--- src/hw/rtl/tcsm_pkg.sv ---
// ----------------------------------------------------------------------------
// tcsm_pkg
// Shared types and constants for the touch contact slot map.
// ----------------------------------------------------------------------------
package tcsm_pkg;

  // Default number of contact slots
  localparam int SLOT_COUNT_DEF = 10;

  // Field widths
  localparam int ID_W     = 32;
  localparam int RAW_W    = 32;
  localparam int ORIGIN_W = 17;
  localparam int PIX_W    = 26;
  localparam int SLOT_W   = 4;

  // Reciprocal for unsigned 32-bit division by 100: q = (a * MAGIC) >> SHIFT
  localparam logic [31:0] DIV100_MAGIC = 32'h51EB_851F;
  localparam int          DIV100_SHIFT = 37;
  localparam int          QUOT_W       = 25;

  // Configuration register indexes
  localparam logic CFG_ORIGIN_X = 1'b0;
  localparam logic CFG_ORIGIN_Y = 1'b1;

  // Event kinds
  typedef enum logic [1:0] {
    OP_UP   = 2'd0,
    OP_DOWN = 2'd1,
    OP_MOVE = 2'd2,
    OP_NONE = 2'd3
  } op_t;

  // Slot scan sequencer states
  typedef enum logic [1:0] {
    S_IDLE,
    S_SCAN,
    S_WRITE,
    S_OUT
  } scan_state_t;

  // Pixel conversion sequencer phases
  typedef enum logic [1:0] {
    PH_IDLE,
    PH_X,
    PH_Y,
    PH_FIN
  } conv_phase_t;

  // Conversion result handed to the top level
  typedef struct packed {
    logic                    done;
    logic [PIX_W-1:0]        x;
    logic [PIX_W-1:0]        y;
  } pix_res_t;

endpackage

--- src/hw/rtl/tcsm_slot_mem.sv ---
// ----------------------------------------------------------------------------
// tcsm_slot_mem
// Slot identifier memory: one write port, one registered read port, and a
// valid bit per entry so that an entry never written reads as zero (free).
// ----------------------------------------------------------------------------
module tcsm_slot_mem #(
  parameter int SLOT_COUNT = tcsm_pkg::SLOT_COUNT_DEF,
  parameter int ADDR_W     = (SLOT_COUNT > 1) ? $clog2(SLOT_COUNT) : 1
) (
  input  logic                      clk,
  input  logic                      rst_n,
  input  logic                      rd_en,
  input  logic [ADDR_W-1:0]         rd_addr,
  output logic [tcsm_pkg::ID_W-1:0] rd_data,
  input  logic                      wr_en,
  input  logic [ADDR_W-1:0]         wr_addr,
  input  logic [tcsm_pkg::ID_W-1:0] wr_data
);

  logic [tcsm_pkg::ID_W-1:0] mem_r [SLOT_COUNT];
  logic [SLOT_COUNT-1:0]     vld_r;
  logic [tcsm_pkg::ID_W-1:0] rd_q_r;
  logic                      rd_vld_r;

  // Write port
  always_ff @(posedge clk) begin
    if (wr_en) begin
      mem_r[wr_addr] <= wr_data;
    end
  end

  // Mark entries once written
  always_ff @(posedge clk) begin
    if (!rst_n) begin
      vld_r <= '0;
    end else if (wr_en) begin
      vld_r[wr_addr] <= 1'b1;
    end
  end

  // Registered read port
  always_ff @(posedge clk) begin
    if (rd_en) begin
      rd_q_r   <= mem_r[rd_addr];
      rd_vld_r <= vld_r[rd_addr];
    end
  end

  // Unwritten entries read as free
  assign rd_data = rd_vld_r ? rd_q_r : '0;

endmodule

--- src/hw/rtl/tcsm_pixel_conv.sv ---
// ----------------------------------------------------------------------------
// tcsm_pixel_conv
// Converts hundredths of a pixel to window-relative whole pixels. One shared
// 32x32 reciprocal multiplier handles x then y; the sign is restored and the
// window origin subtracted in a final step.
// ----------------------------------------------------------------------------
module tcsm_pixel_conv (
  input  logic                                 clk,
  input  logic                                 rst_n,
  input  logic                                 start,
  input  logic [tcsm_pkg::RAW_W-1:0]           raw_x,
  input  logic [tcsm_pkg::RAW_W-1:0]           raw_y,
  input  logic [tcsm_pkg::ORIGIN_W-1:0]        origin_x,
  input  logic [tcsm_pkg::ORIGIN_W-1:0]        origin_y,
  output tcsm_pkg::pix_res_t                   res
);

  localparam int QW  = tcsm_pkg::QUOT_W;
  localparam int PW  = tcsm_pkg::PIX_W;
  localparam int OW  = tcsm_pkg::ORIGIN_W;
  localparam int SH  = tcsm_pkg::DIV100_SHIFT;

  tcsm_pkg::conv_phase_t phase_r, phase_nxt;

  logic                          neg_x_r, neg_y_r;
  logic [tcsm_pkg::RAW_W-1:0]    mag_x_r, mag_y_r;
  logic [QW-1:0]                 q_x_r, q_y_r;
  logic [PW-1:0]                 pix_x_r, pix_y_r;
  logic                          done_r, done_nxt;

  logic [tcsm_pkg::RAW_W-1:0]    mul_a;
  logic [63:0]                   prod;
  logic [QW-1:0]                 quot;
  logic [PW-1:0]                 sx, sy;

  // Shared reciprocal multiplier
  assign mul_a = (phase_r == tcsm_pkg::PH_Y) ? mag_y_r : mag_x_r;
  assign prod  = {32'b0, mul_a} * {32'b0, tcsm_pkg::DIV100_MAGIC};
  assign quot  = prod[SH+QW-1:SH];

  // Restore sign of each quotient
  assign sx = neg_x_r ? (~{1'b0, q_x_r} + PW'(1)) : {1'b0, q_x_r};
  assign sy = neg_y_r ? (~{1'b0, q_y_r} + PW'(1)) : {1'b0, q_y_r};

  // Phase sequencing
  always_comb begin
    phase_nxt = phase_r;
    done_nxt  = done_r;
    if (start) begin
      phase_nxt = tcsm_pkg::PH_X;
      done_nxt  = 1'b0;
    end else begin
      unique case (phase_r)
        tcsm_pkg::PH_IDLE: phase_nxt = tcsm_pkg::PH_IDLE;
        tcsm_pkg::PH_X:    phase_nxt = tcsm_pkg::PH_Y;
        tcsm_pkg::PH_Y:    phase_nxt = tcsm_pkg::PH_FIN;
        tcsm_pkg::PH_FIN: begin
          phase_nxt = tcsm_pkg::PH_IDLE;
          done_nxt  = 1'b1;
        end
        default:           phase_nxt = tcsm_pkg::PH_IDLE;
      endcase
    end
  end

  always_ff @(posedge clk) begin
    if (!rst_n) begin
      phase_r <= tcsm_pkg::PH_IDLE;
      done_r  <= 1'b0;
    end else begin
      phase_r <= phase_nxt;
      done_r  <= done_nxt;
    end
  end

  // Capture magnitudes, quotients and final pixels
  always_ff @(posedge clk) begin
    if (start) begin
      neg_x_r <= raw_x[tcsm_pkg::RAW_W-1];
      neg_y_r <= raw_y[tcsm_pkg::RAW_W-1];
      mag_x_r <= raw_x[tcsm_pkg::RAW_W-1] ? (~raw_x + 32'd1) : raw_x;
      mag_y_r <= raw_y[tcsm_pkg::RAW_W-1] ? (~raw_y + 32'd1) : raw_y;
    end
    if (!start && phase_r == tcsm_pkg::PH_X) begin
      q_x_r <= quot;
    end
    if (!start && phase_r == tcsm_pkg::PH_Y) begin
      q_y_r <= quot;
    end
    if (!start && phase_r == tcsm_pkg::PH_FIN) begin
      pix_x_r <= sx - {{(PW-OW){origin_x[OW-1]}}, origin_x};
      pix_y_r <= sy - {{(PW-OW){origin_y[OW-1]}}, origin_y};
    end
  end

  assign res.done = done_r;
  assign res.x    = pix_x_r;
  assign res.y    = pix_y_r;

endmodule

--- src/hw/rtl/touch_contact_slot_map_unit.sv ---
// ----------------------------------------------------------------------------
// touch_contact_slot_map_unit
// Maps 32-bit touch contact IDs to slot numbers held in a small memory and
// reports each matched event with its window-relative pixel position.
//
//   channel  dir  handshake              payload
//   in       in   in_tvalid/in_tready    tuser: operation; tdata: id, raw_x, raw_y
//   out      out  out_tvalid/out_tready  tuser: event_kind; tdata: slot, pixel_x/y
//   cfg      in   cfg_wr_en              cfg_index, cfg_wdata (window origin)
//
// The slot memory is scanned one entry per cycle through its single read port.
// An up or down event that hits a slot writes it, then waits for the pixel unit;
// a move scans every slot, a miss returns to idle with no result, and kind none
// starts no scan. Reset clears all slots at once through per-entry valid bits.
// A result waits in the output register while the next beat is accepted.
// ----------------------------------------------------------------------------
module touch_contact_slot_map_unit #(
  parameter int SLOT_COUNT = tcsm_pkg::SLOT_COUNT_DEF
) (
  input  logic                            clk,
  input  logic                            rst_n,
  input  logic                            in_tvalid,
  output logic                            in_tready,
  input  logic [95:0]                     in_tdata,   // contact_id, raw_x, raw_y
  input  logic [1:0]                      in_tuser,   // operation
  output logic                            out_tvalid,
  input  logic                            out_tready,
  output logic [55:0]                     out_tdata,  // slot, pixel_x, pixel_y
  output logic [1:0]                      out_tuser,  // event_kind
  input  logic                            cfg_wr_en,
  input  logic                            cfg_index,
  input  logic [tcsm_pkg::ORIGIN_W-1:0]   cfg_wdata
);

  localparam int AW = (SLOT_COUNT > 1) ? $clog2(SLOT_COUNT) : 1;
  localparam int IW = tcsm_pkg::ID_W;

  tcsm_pkg::scan_state_t state_r, state_nxt;
  tcsm_pkg::op_t         op_r;
  tcsm_pkg::pix_res_t    pix;

  logic [IW-1:0]                  id_r;
  logic [tcsm_pkg::ORIGIN_W-1:0]  origin_x_r, origin_y_r;
  logic [AW-1:0]                  cmp_idx_r, cmp_idx_nxt;
  logic [AW-1:0]                  slot_r, slot_nxt;
  logic                           found_r, found_nxt;
  logic                           out_valid_r, out_valid_nxt;
  logic [tcsm_pkg::SLOT_W-1:0]    out_slot_r;
  logic [tcsm_pkg::PIX_W-1:0]     out_px_r, out_py_r;
  logic [1:0]                     out_kind_r;

  logic          in_fire;
  logic          conv_start;
  logic          rd_en;
  logic [AW-1:0] rd_addr;
  logic [IW-1:0] rd_data;
  logic          wr_en;
  logic [IW-1:0] wr_data;
  logic          hit;
  logic          last;
  logic          load_out;

  assign in_tready  = (state_r == tcsm_pkg::S_IDLE);
  assign in_fire    = in_tvalid && in_tready;
  assign conv_start = in_fire && (tcsm_pkg::op_t'(in_tuser) != tcsm_pkg::OP_NONE);

  // Configuration registers
  always_ff @(posedge clk) begin
    if (!rst_n) begin
      origin_x_r <= '0;
      origin_y_r <= '0;
    end else if (cfg_wr_en) begin
      unique case (cfg_index)
        tcsm_pkg::CFG_ORIGIN_X: origin_x_r <= cfg_wdata;
        tcsm_pkg::CFG_ORIGIN_Y: origin_y_r <= cfg_wdata;
        default:                origin_x_r <= origin_x_r;
      endcase
    end
  end

  // Latch the beat
  always_ff @(posedge clk) begin
    if (in_fire) begin
      op_r <= tcsm_pkg::op_t'(in_tuser);
      id_r <= in_tdata[IW-1:0];
    end
  end

  tcsm_slot_mem #(
    .SLOT_COUNT (SLOT_COUNT),
    .ADDR_W     (AW)
  ) u_mem (
    .clk     (clk),
    .rst_n   (rst_n),
    .rd_en   (rd_en),
    .rd_addr (rd_addr),
    .rd_data (rd_data),
    .wr_en   (wr_en),
    .wr_addr (slot_r),
    .wr_data (wr_data)
  );

  tcsm_pixel_conv u_conv (
    .clk      (clk),
    .rst_n    (rst_n),
    .start    (conv_start),
    .raw_x    (in_tdata[63:32]),
    .raw_y    (in_tdata[95:64]),
    .origin_x (origin_x_r),
    .origin_y (origin_y_r),
    .res      (pix)
  );

  // Compare the entry returned by the memory
  assign hit  = (op_r == tcsm_pkg::OP_DOWN) ? (rd_data == '0) : (rd_data == id_r);
  assign last = (cmp_idx_r == AW'(SLOT_COUNT - 1));

  // Scan sequencer
  always_comb begin
    state_nxt   = state_r;
    cmp_idx_nxt = cmp_idx_r;
    slot_nxt    = slot_r;
    found_nxt   = found_r;
    rd_en       = 1'b0;
    rd_addr     = '0;
    wr_en       = 1'b0;
    wr_data     = id_r;
    load_out    = 1'b0;
    unique case (state_r)
      tcsm_pkg::S_IDLE: begin
        if (conv_start) begin
          rd_en       = 1'b1;
          cmp_idx_nxt = '0;
          found_nxt   = 1'b0;
          state_nxt   = tcsm_pkg::S_SCAN;
        end
      end
      tcsm_pkg::S_SCAN: begin
        rd_en       = !last;
        rd_addr     = cmp_idx_r + AW'(1);
        cmp_idx_nxt = cmp_idx_r + AW'(1);
        case (op_r) inside
          tcsm_pkg::OP_UP, tcsm_pkg::OP_DOWN: begin
            if (hit) begin
              slot_nxt  = cmp_idx_r;
              state_nxt = tcsm_pkg::S_WRITE;
            end else if (last) begin
              state_nxt = tcsm_pkg::S_IDLE;
            end
          end
          tcsm_pkg::OP_MOVE: begin
            if (hit) begin
              slot_nxt  = cmp_idx_r;
              found_nxt = 1'b1;
            end
            if (last) begin
              state_nxt = (hit || found_r) ? tcsm_pkg::S_OUT : tcsm_pkg::S_IDLE;
            end
          end
          default: state_nxt = tcsm_pkg::S_IDLE;
        endcase
      end
      tcsm_pkg::S_WRITE: begin
        wr_en     = 1'b1;
        wr_data   = (op_r == tcsm_pkg::OP_UP) ? '0 : id_r;
        state_nxt = tcsm_pkg::S_OUT;
      end
      tcsm_pkg::S_OUT: begin
        if (pix.done && (!out_valid_r || out_tready)) begin
          load_out  = 1'b1;
          state_nxt = tcsm_pkg::S_IDLE;
        end
      end
      default: state_nxt = tcsm_pkg::S_IDLE;
    endcase
  end

  always_ff @(posedge clk) begin
    if (!rst_n) begin
      state_r <= tcsm_pkg::S_IDLE;
      found_r <= 1'b0;
    end else begin
      state_r <= state_nxt;
      found_r <= found_nxt;
    end
  end

  // Scan pointers
  always_ff @(posedge clk) begin
    cmp_idx_r <= cmp_idx_nxt;
    slot_r    <= slot_nxt;
  end

  // Output register: hold until taken
  assign out_valid_nxt = load_out ? 1'b1 : (out_tready ? 1'b0 : out_valid_r);

  always_ff @(posedge clk) begin
    if (!rst_n) begin
      out_valid_r <= 1'b0;
    end else begin
      out_valid_r <= out_valid_nxt;
    end
  end

  always_ff @(posedge clk) begin
    if (load_out) begin
      out_kind_r <= op_r;
      out_slot_r <= tcsm_pkg::SLOT_W'(slot_r);
      out_px_r   <= pix.x;
      out_py_r   <= pix.y;
    end
  end

  assign out_tvalid = out_valid_r;
  assign out_tuser  = out_kind_r;
  assign out_tdata  = {out_py_r, out_px_r, out_slot_r};

endmodule
--- config.mk ---
export PLATFORM = sky130hd
export DESIGN_NAME = touch_contact_slot_map_unit
export DESIGN_NICKNAME = d
export VERILOG_FILES = /design/src/hw/rtl/tcsm_pkg.sv /design/src/hw/rtl/tcsm_slot_mem.sv /design/src/hw/rtl/tcsm_pixel_conv.sv /design/src/hw/rtl/touch_contact_slot_map_unit.sv
export SDC_FILE = /design/constraint.sdc
export NUM_CORES = 2
export LEC_CHECK = 0
export BUFFER_PORTS_ARGS = -buffer_cell sky130_fd_sc_hd__buf_2
export CAP_MARGIN = 25
export CORE_AREA = 2 2 296 298
export DETAILED_ROUTE_END_ITERATION = 16
export DIE_AREA = 0 0 298 300
export GPL_ROUTABILITY_DRIVEN = 0
export HOLD_SLACK_MARGIN = 0.12
export PLACE_DENSITY = 0.7
export SETUP_SLACK_MARGIN = 0.4
export SYNTH_ARGS = -nofsm -noshare
export SYNTH_HDL_FRONTEND = slang
export SYNTH_SLANG_ARGS = --single-unit
--- constraint.sdc ---
create_clock -name clk -period 12.3 [get_ports clk]
set_clock_uncertainty 0.05 [all_clocks]
set_input_delay 0.615 -clock clk [delete_from_list [all_inputs] [get_ports clk]]
set_output_delay 0.615 -clock clk [all_outputs]
set_load 0.02 [all_outputs]
==> metrics <==
Post-synth top cells inv_1, edfxtp_1, ha_1; Syn Inst Count about 3700; busiest grt layer met2; Root Driver clkbuf_16; Synth area leaders edfxtp_1, fa_1, ha_1; CTS clk-pin slew, worst paths 0.06 ns; initial core utilization about 52%; Max Cap Violations 0; CP Max Fanout 26; io pins 181; Synth area leader edfxtp_1; RSZ-0062 raised after global routing false; Synthesis Warnings 0; most frequent cell after synthesis inv_1; pin count of the biggest net entering global routing slightly below 70; critical path's largest stage delay 0.75 ns; core outline area between 80000 and 90000 um^2; worst skew pair latency ~0.64 ns; area of placed instances roughly 48000 um^2; setup TNS 0 ns; row cnt 108; Routed Antenna Nets 0; Synth top area share roughly two fifths; die span in y approximately 300 um; share of cells above drive strength 1 about a tenth; post-synthesis sequential area ratio a little over two fifths; met3 Use GR between 4 and 5%; period utilisation layout roughly 81%; Crit-path slowest cell mux2i_1; area grow syn2layout 11.1%; initial antenna violation count 1; Synth cell types 66; most used cell, CP fa_1; status finished, final reports clean; router iterations before antenna repair 6; global-route wire length before repair 164000 um; endpoints failing setup 0; die width between 200 and 300 um; DR DRC count 0; final hold vios 0; total die area between 80000 and 90000 um^2; clock period minus worst slack 10.00 ns; total grt overflow 0; Final Instance Area about 50000 um^2; CP Capture Type flip-flop; GR Util met2 39.8%; CTS max path bufs 3; Top FF cell, synth edfxtp_1; Post-Syn Nets around 4600; max-slew violation count 0; Post-synth EDFFs just over 600; CP arrival approximately 10 ns; All-Layer GR Usage about a quarter; wire per inst roughly 21 um; Via density around 5.5; Worst slew margin 26.3%; CP required ~13 ns; mapped cell area ~45000 um^2; Final HPWL DP between 70000 and 80000 um; number of buffers created by CTS 72; syn_area_per_cell 12.2 um^2; HP Class in2reg; Port Buffers 180; Nets ~5000; Resize count post-CTS 0; routed vias roughly 29000; actual slew at the worst max-slew pin about 1.1 ns; TritonCTS Sinks between 600 and 700; DRT iter0 DRCs around 2200; H-tree Lvls 3; met1 GRT Util around 32%; ANT cells 0; crit path kind reg2reg; critical path launch point type flip-flop; final wirelength 107000 um; vias in the first global route around 29000; async set-reset flop share out of synthesis 0%; CTS tree yes; f_max 100 MHz; Synth Register Bits between 600 and 700
## final timing paths
path,start,end,slack (ns),cells past startpoint
setup reg to reg,u_conv.phase_r[0],u_conv.q_x_r[21],2.30,31
setup / recovery,u_conv.phase_r[0],u_conv.q_x_r[21],2.30,31
hold reg to reg,u_conv.pix_x_r[24],out_px_r[24],0.36,0
hold / removal,in_tdata[1],id_r[1],0.15,1
## layout by cell type (no fill, tap or decap), drive strengths merged, types with 21 or more instances in the layout
cell / count
o221ai: 68
nor4: 23
dfxtp: 51
nor3: 27
xor2: 30
clkinv: 32
a31oi: 38
nor2: 107
nor2b: 42
a21oi: 119
o21ai: 101
buf: 217
a21boi: 36
mux4: 33
o21a: 28
ha: 432
nand2: 234
mux2i: 32
o31ai: 28
a21o: 39
clkbuf: 90
nand3: 40
xnor2: 196
a211oi: 36
or3: 26
fa: 371
or4: 21
nand2b: 24
edfxtp: 621
inv: 693
dlygate4sd3: 31
## sequential cells by signal, indices dropped and copies added, names as in the netlist, 2 cells and up, named ones only
signal / cells
out_slot_r: 4
out_tuser: 2
out_px_r: 26
origin_x_r: 17
slot_r: 4
u_conv.q_x_r: 25
u_conv.mag_x_r: 32
u_mem.rd_q_r: 32
u_conv.pix_y_r: 26
u_conv.q_y_r: 25
cmp_idx_r: 4
origin_y_r: 17
u_mem.mem_r: 320
id_r: 32
op_r: 2
u_conv.mag_y_r: 32
u_mem.vld_r: 10
out_py_r: 26
u_conv.phase_r: 2
u_conv.pix_x_r: 26
## logic make-up after synthesis
kind of cell / count (synthesis) / synth area share (%)
fa+ha+maj: 803 / 28.4
buf+inv: 781 / 6.48
flops: 672 / 43.5
simple gates: 602 / 6.44
compound gates: 573 / 8.53
xor+xnor: 226 / 4.37
mux: 66 / 2.37
## critical path, delay by kind of cell, from the launching register on
family          cells  cell delay [ns]
compound gates      5             1.46
xor+xnor            2             0.40
fa+ha+maj          10             4.14
buf+inv             8             1.49
flops               1             0.33
mux                 1             0.75
simple gates        5             1.10
## final cells by class
type                            count  area, um^2
Clock buffer                       90        1900
Clock inverter                     37         417
Fill cell                        7088       35900
Inverter                          695        2610
Multi-Input combinational cell   2270       22800
Sequential cell                   672       19700
Tap cell                         1155        1450
Timing Repair Buffer              248        1490
## metal layers
| metal | vias to the layer above | wire length, um |
|---|---|---|
| met5 | - | 15 |
| met4 | 2 | 2890 |
| met3 | 184 | 8090 |
| met2 | 1007 | 50900 |
| met1 | 14100 | 44700 |
| li1 | 13300 | - |
## stage by stage
stage,cells,worst slack (ns),utilization (%),hold WS [ns]
global route,5167,1.82,58.3,0.129
floorplan,3723,2.78,-,0.350
finish,5167,2.30,58.3,0.152
CTS,5165,2.42,58.3,0.126
detailed placement,5008,2.45,55.3,0.355
global placement,5006,2.08,55.3,0.352
## timing repair
| action | CTS | global route |
|---|---|---|
| endpoints found under the hold margin | 30 | 1 |
| buffers inserted | 0 | 0 |
| setup endpoints to repair | 0 | 0 |
| hold buffers | 30 | 1 |
Power is left out: the tool's default activity adds up to more than one toggle a clock period on the data nets, which glitch-free logic cannot reach.
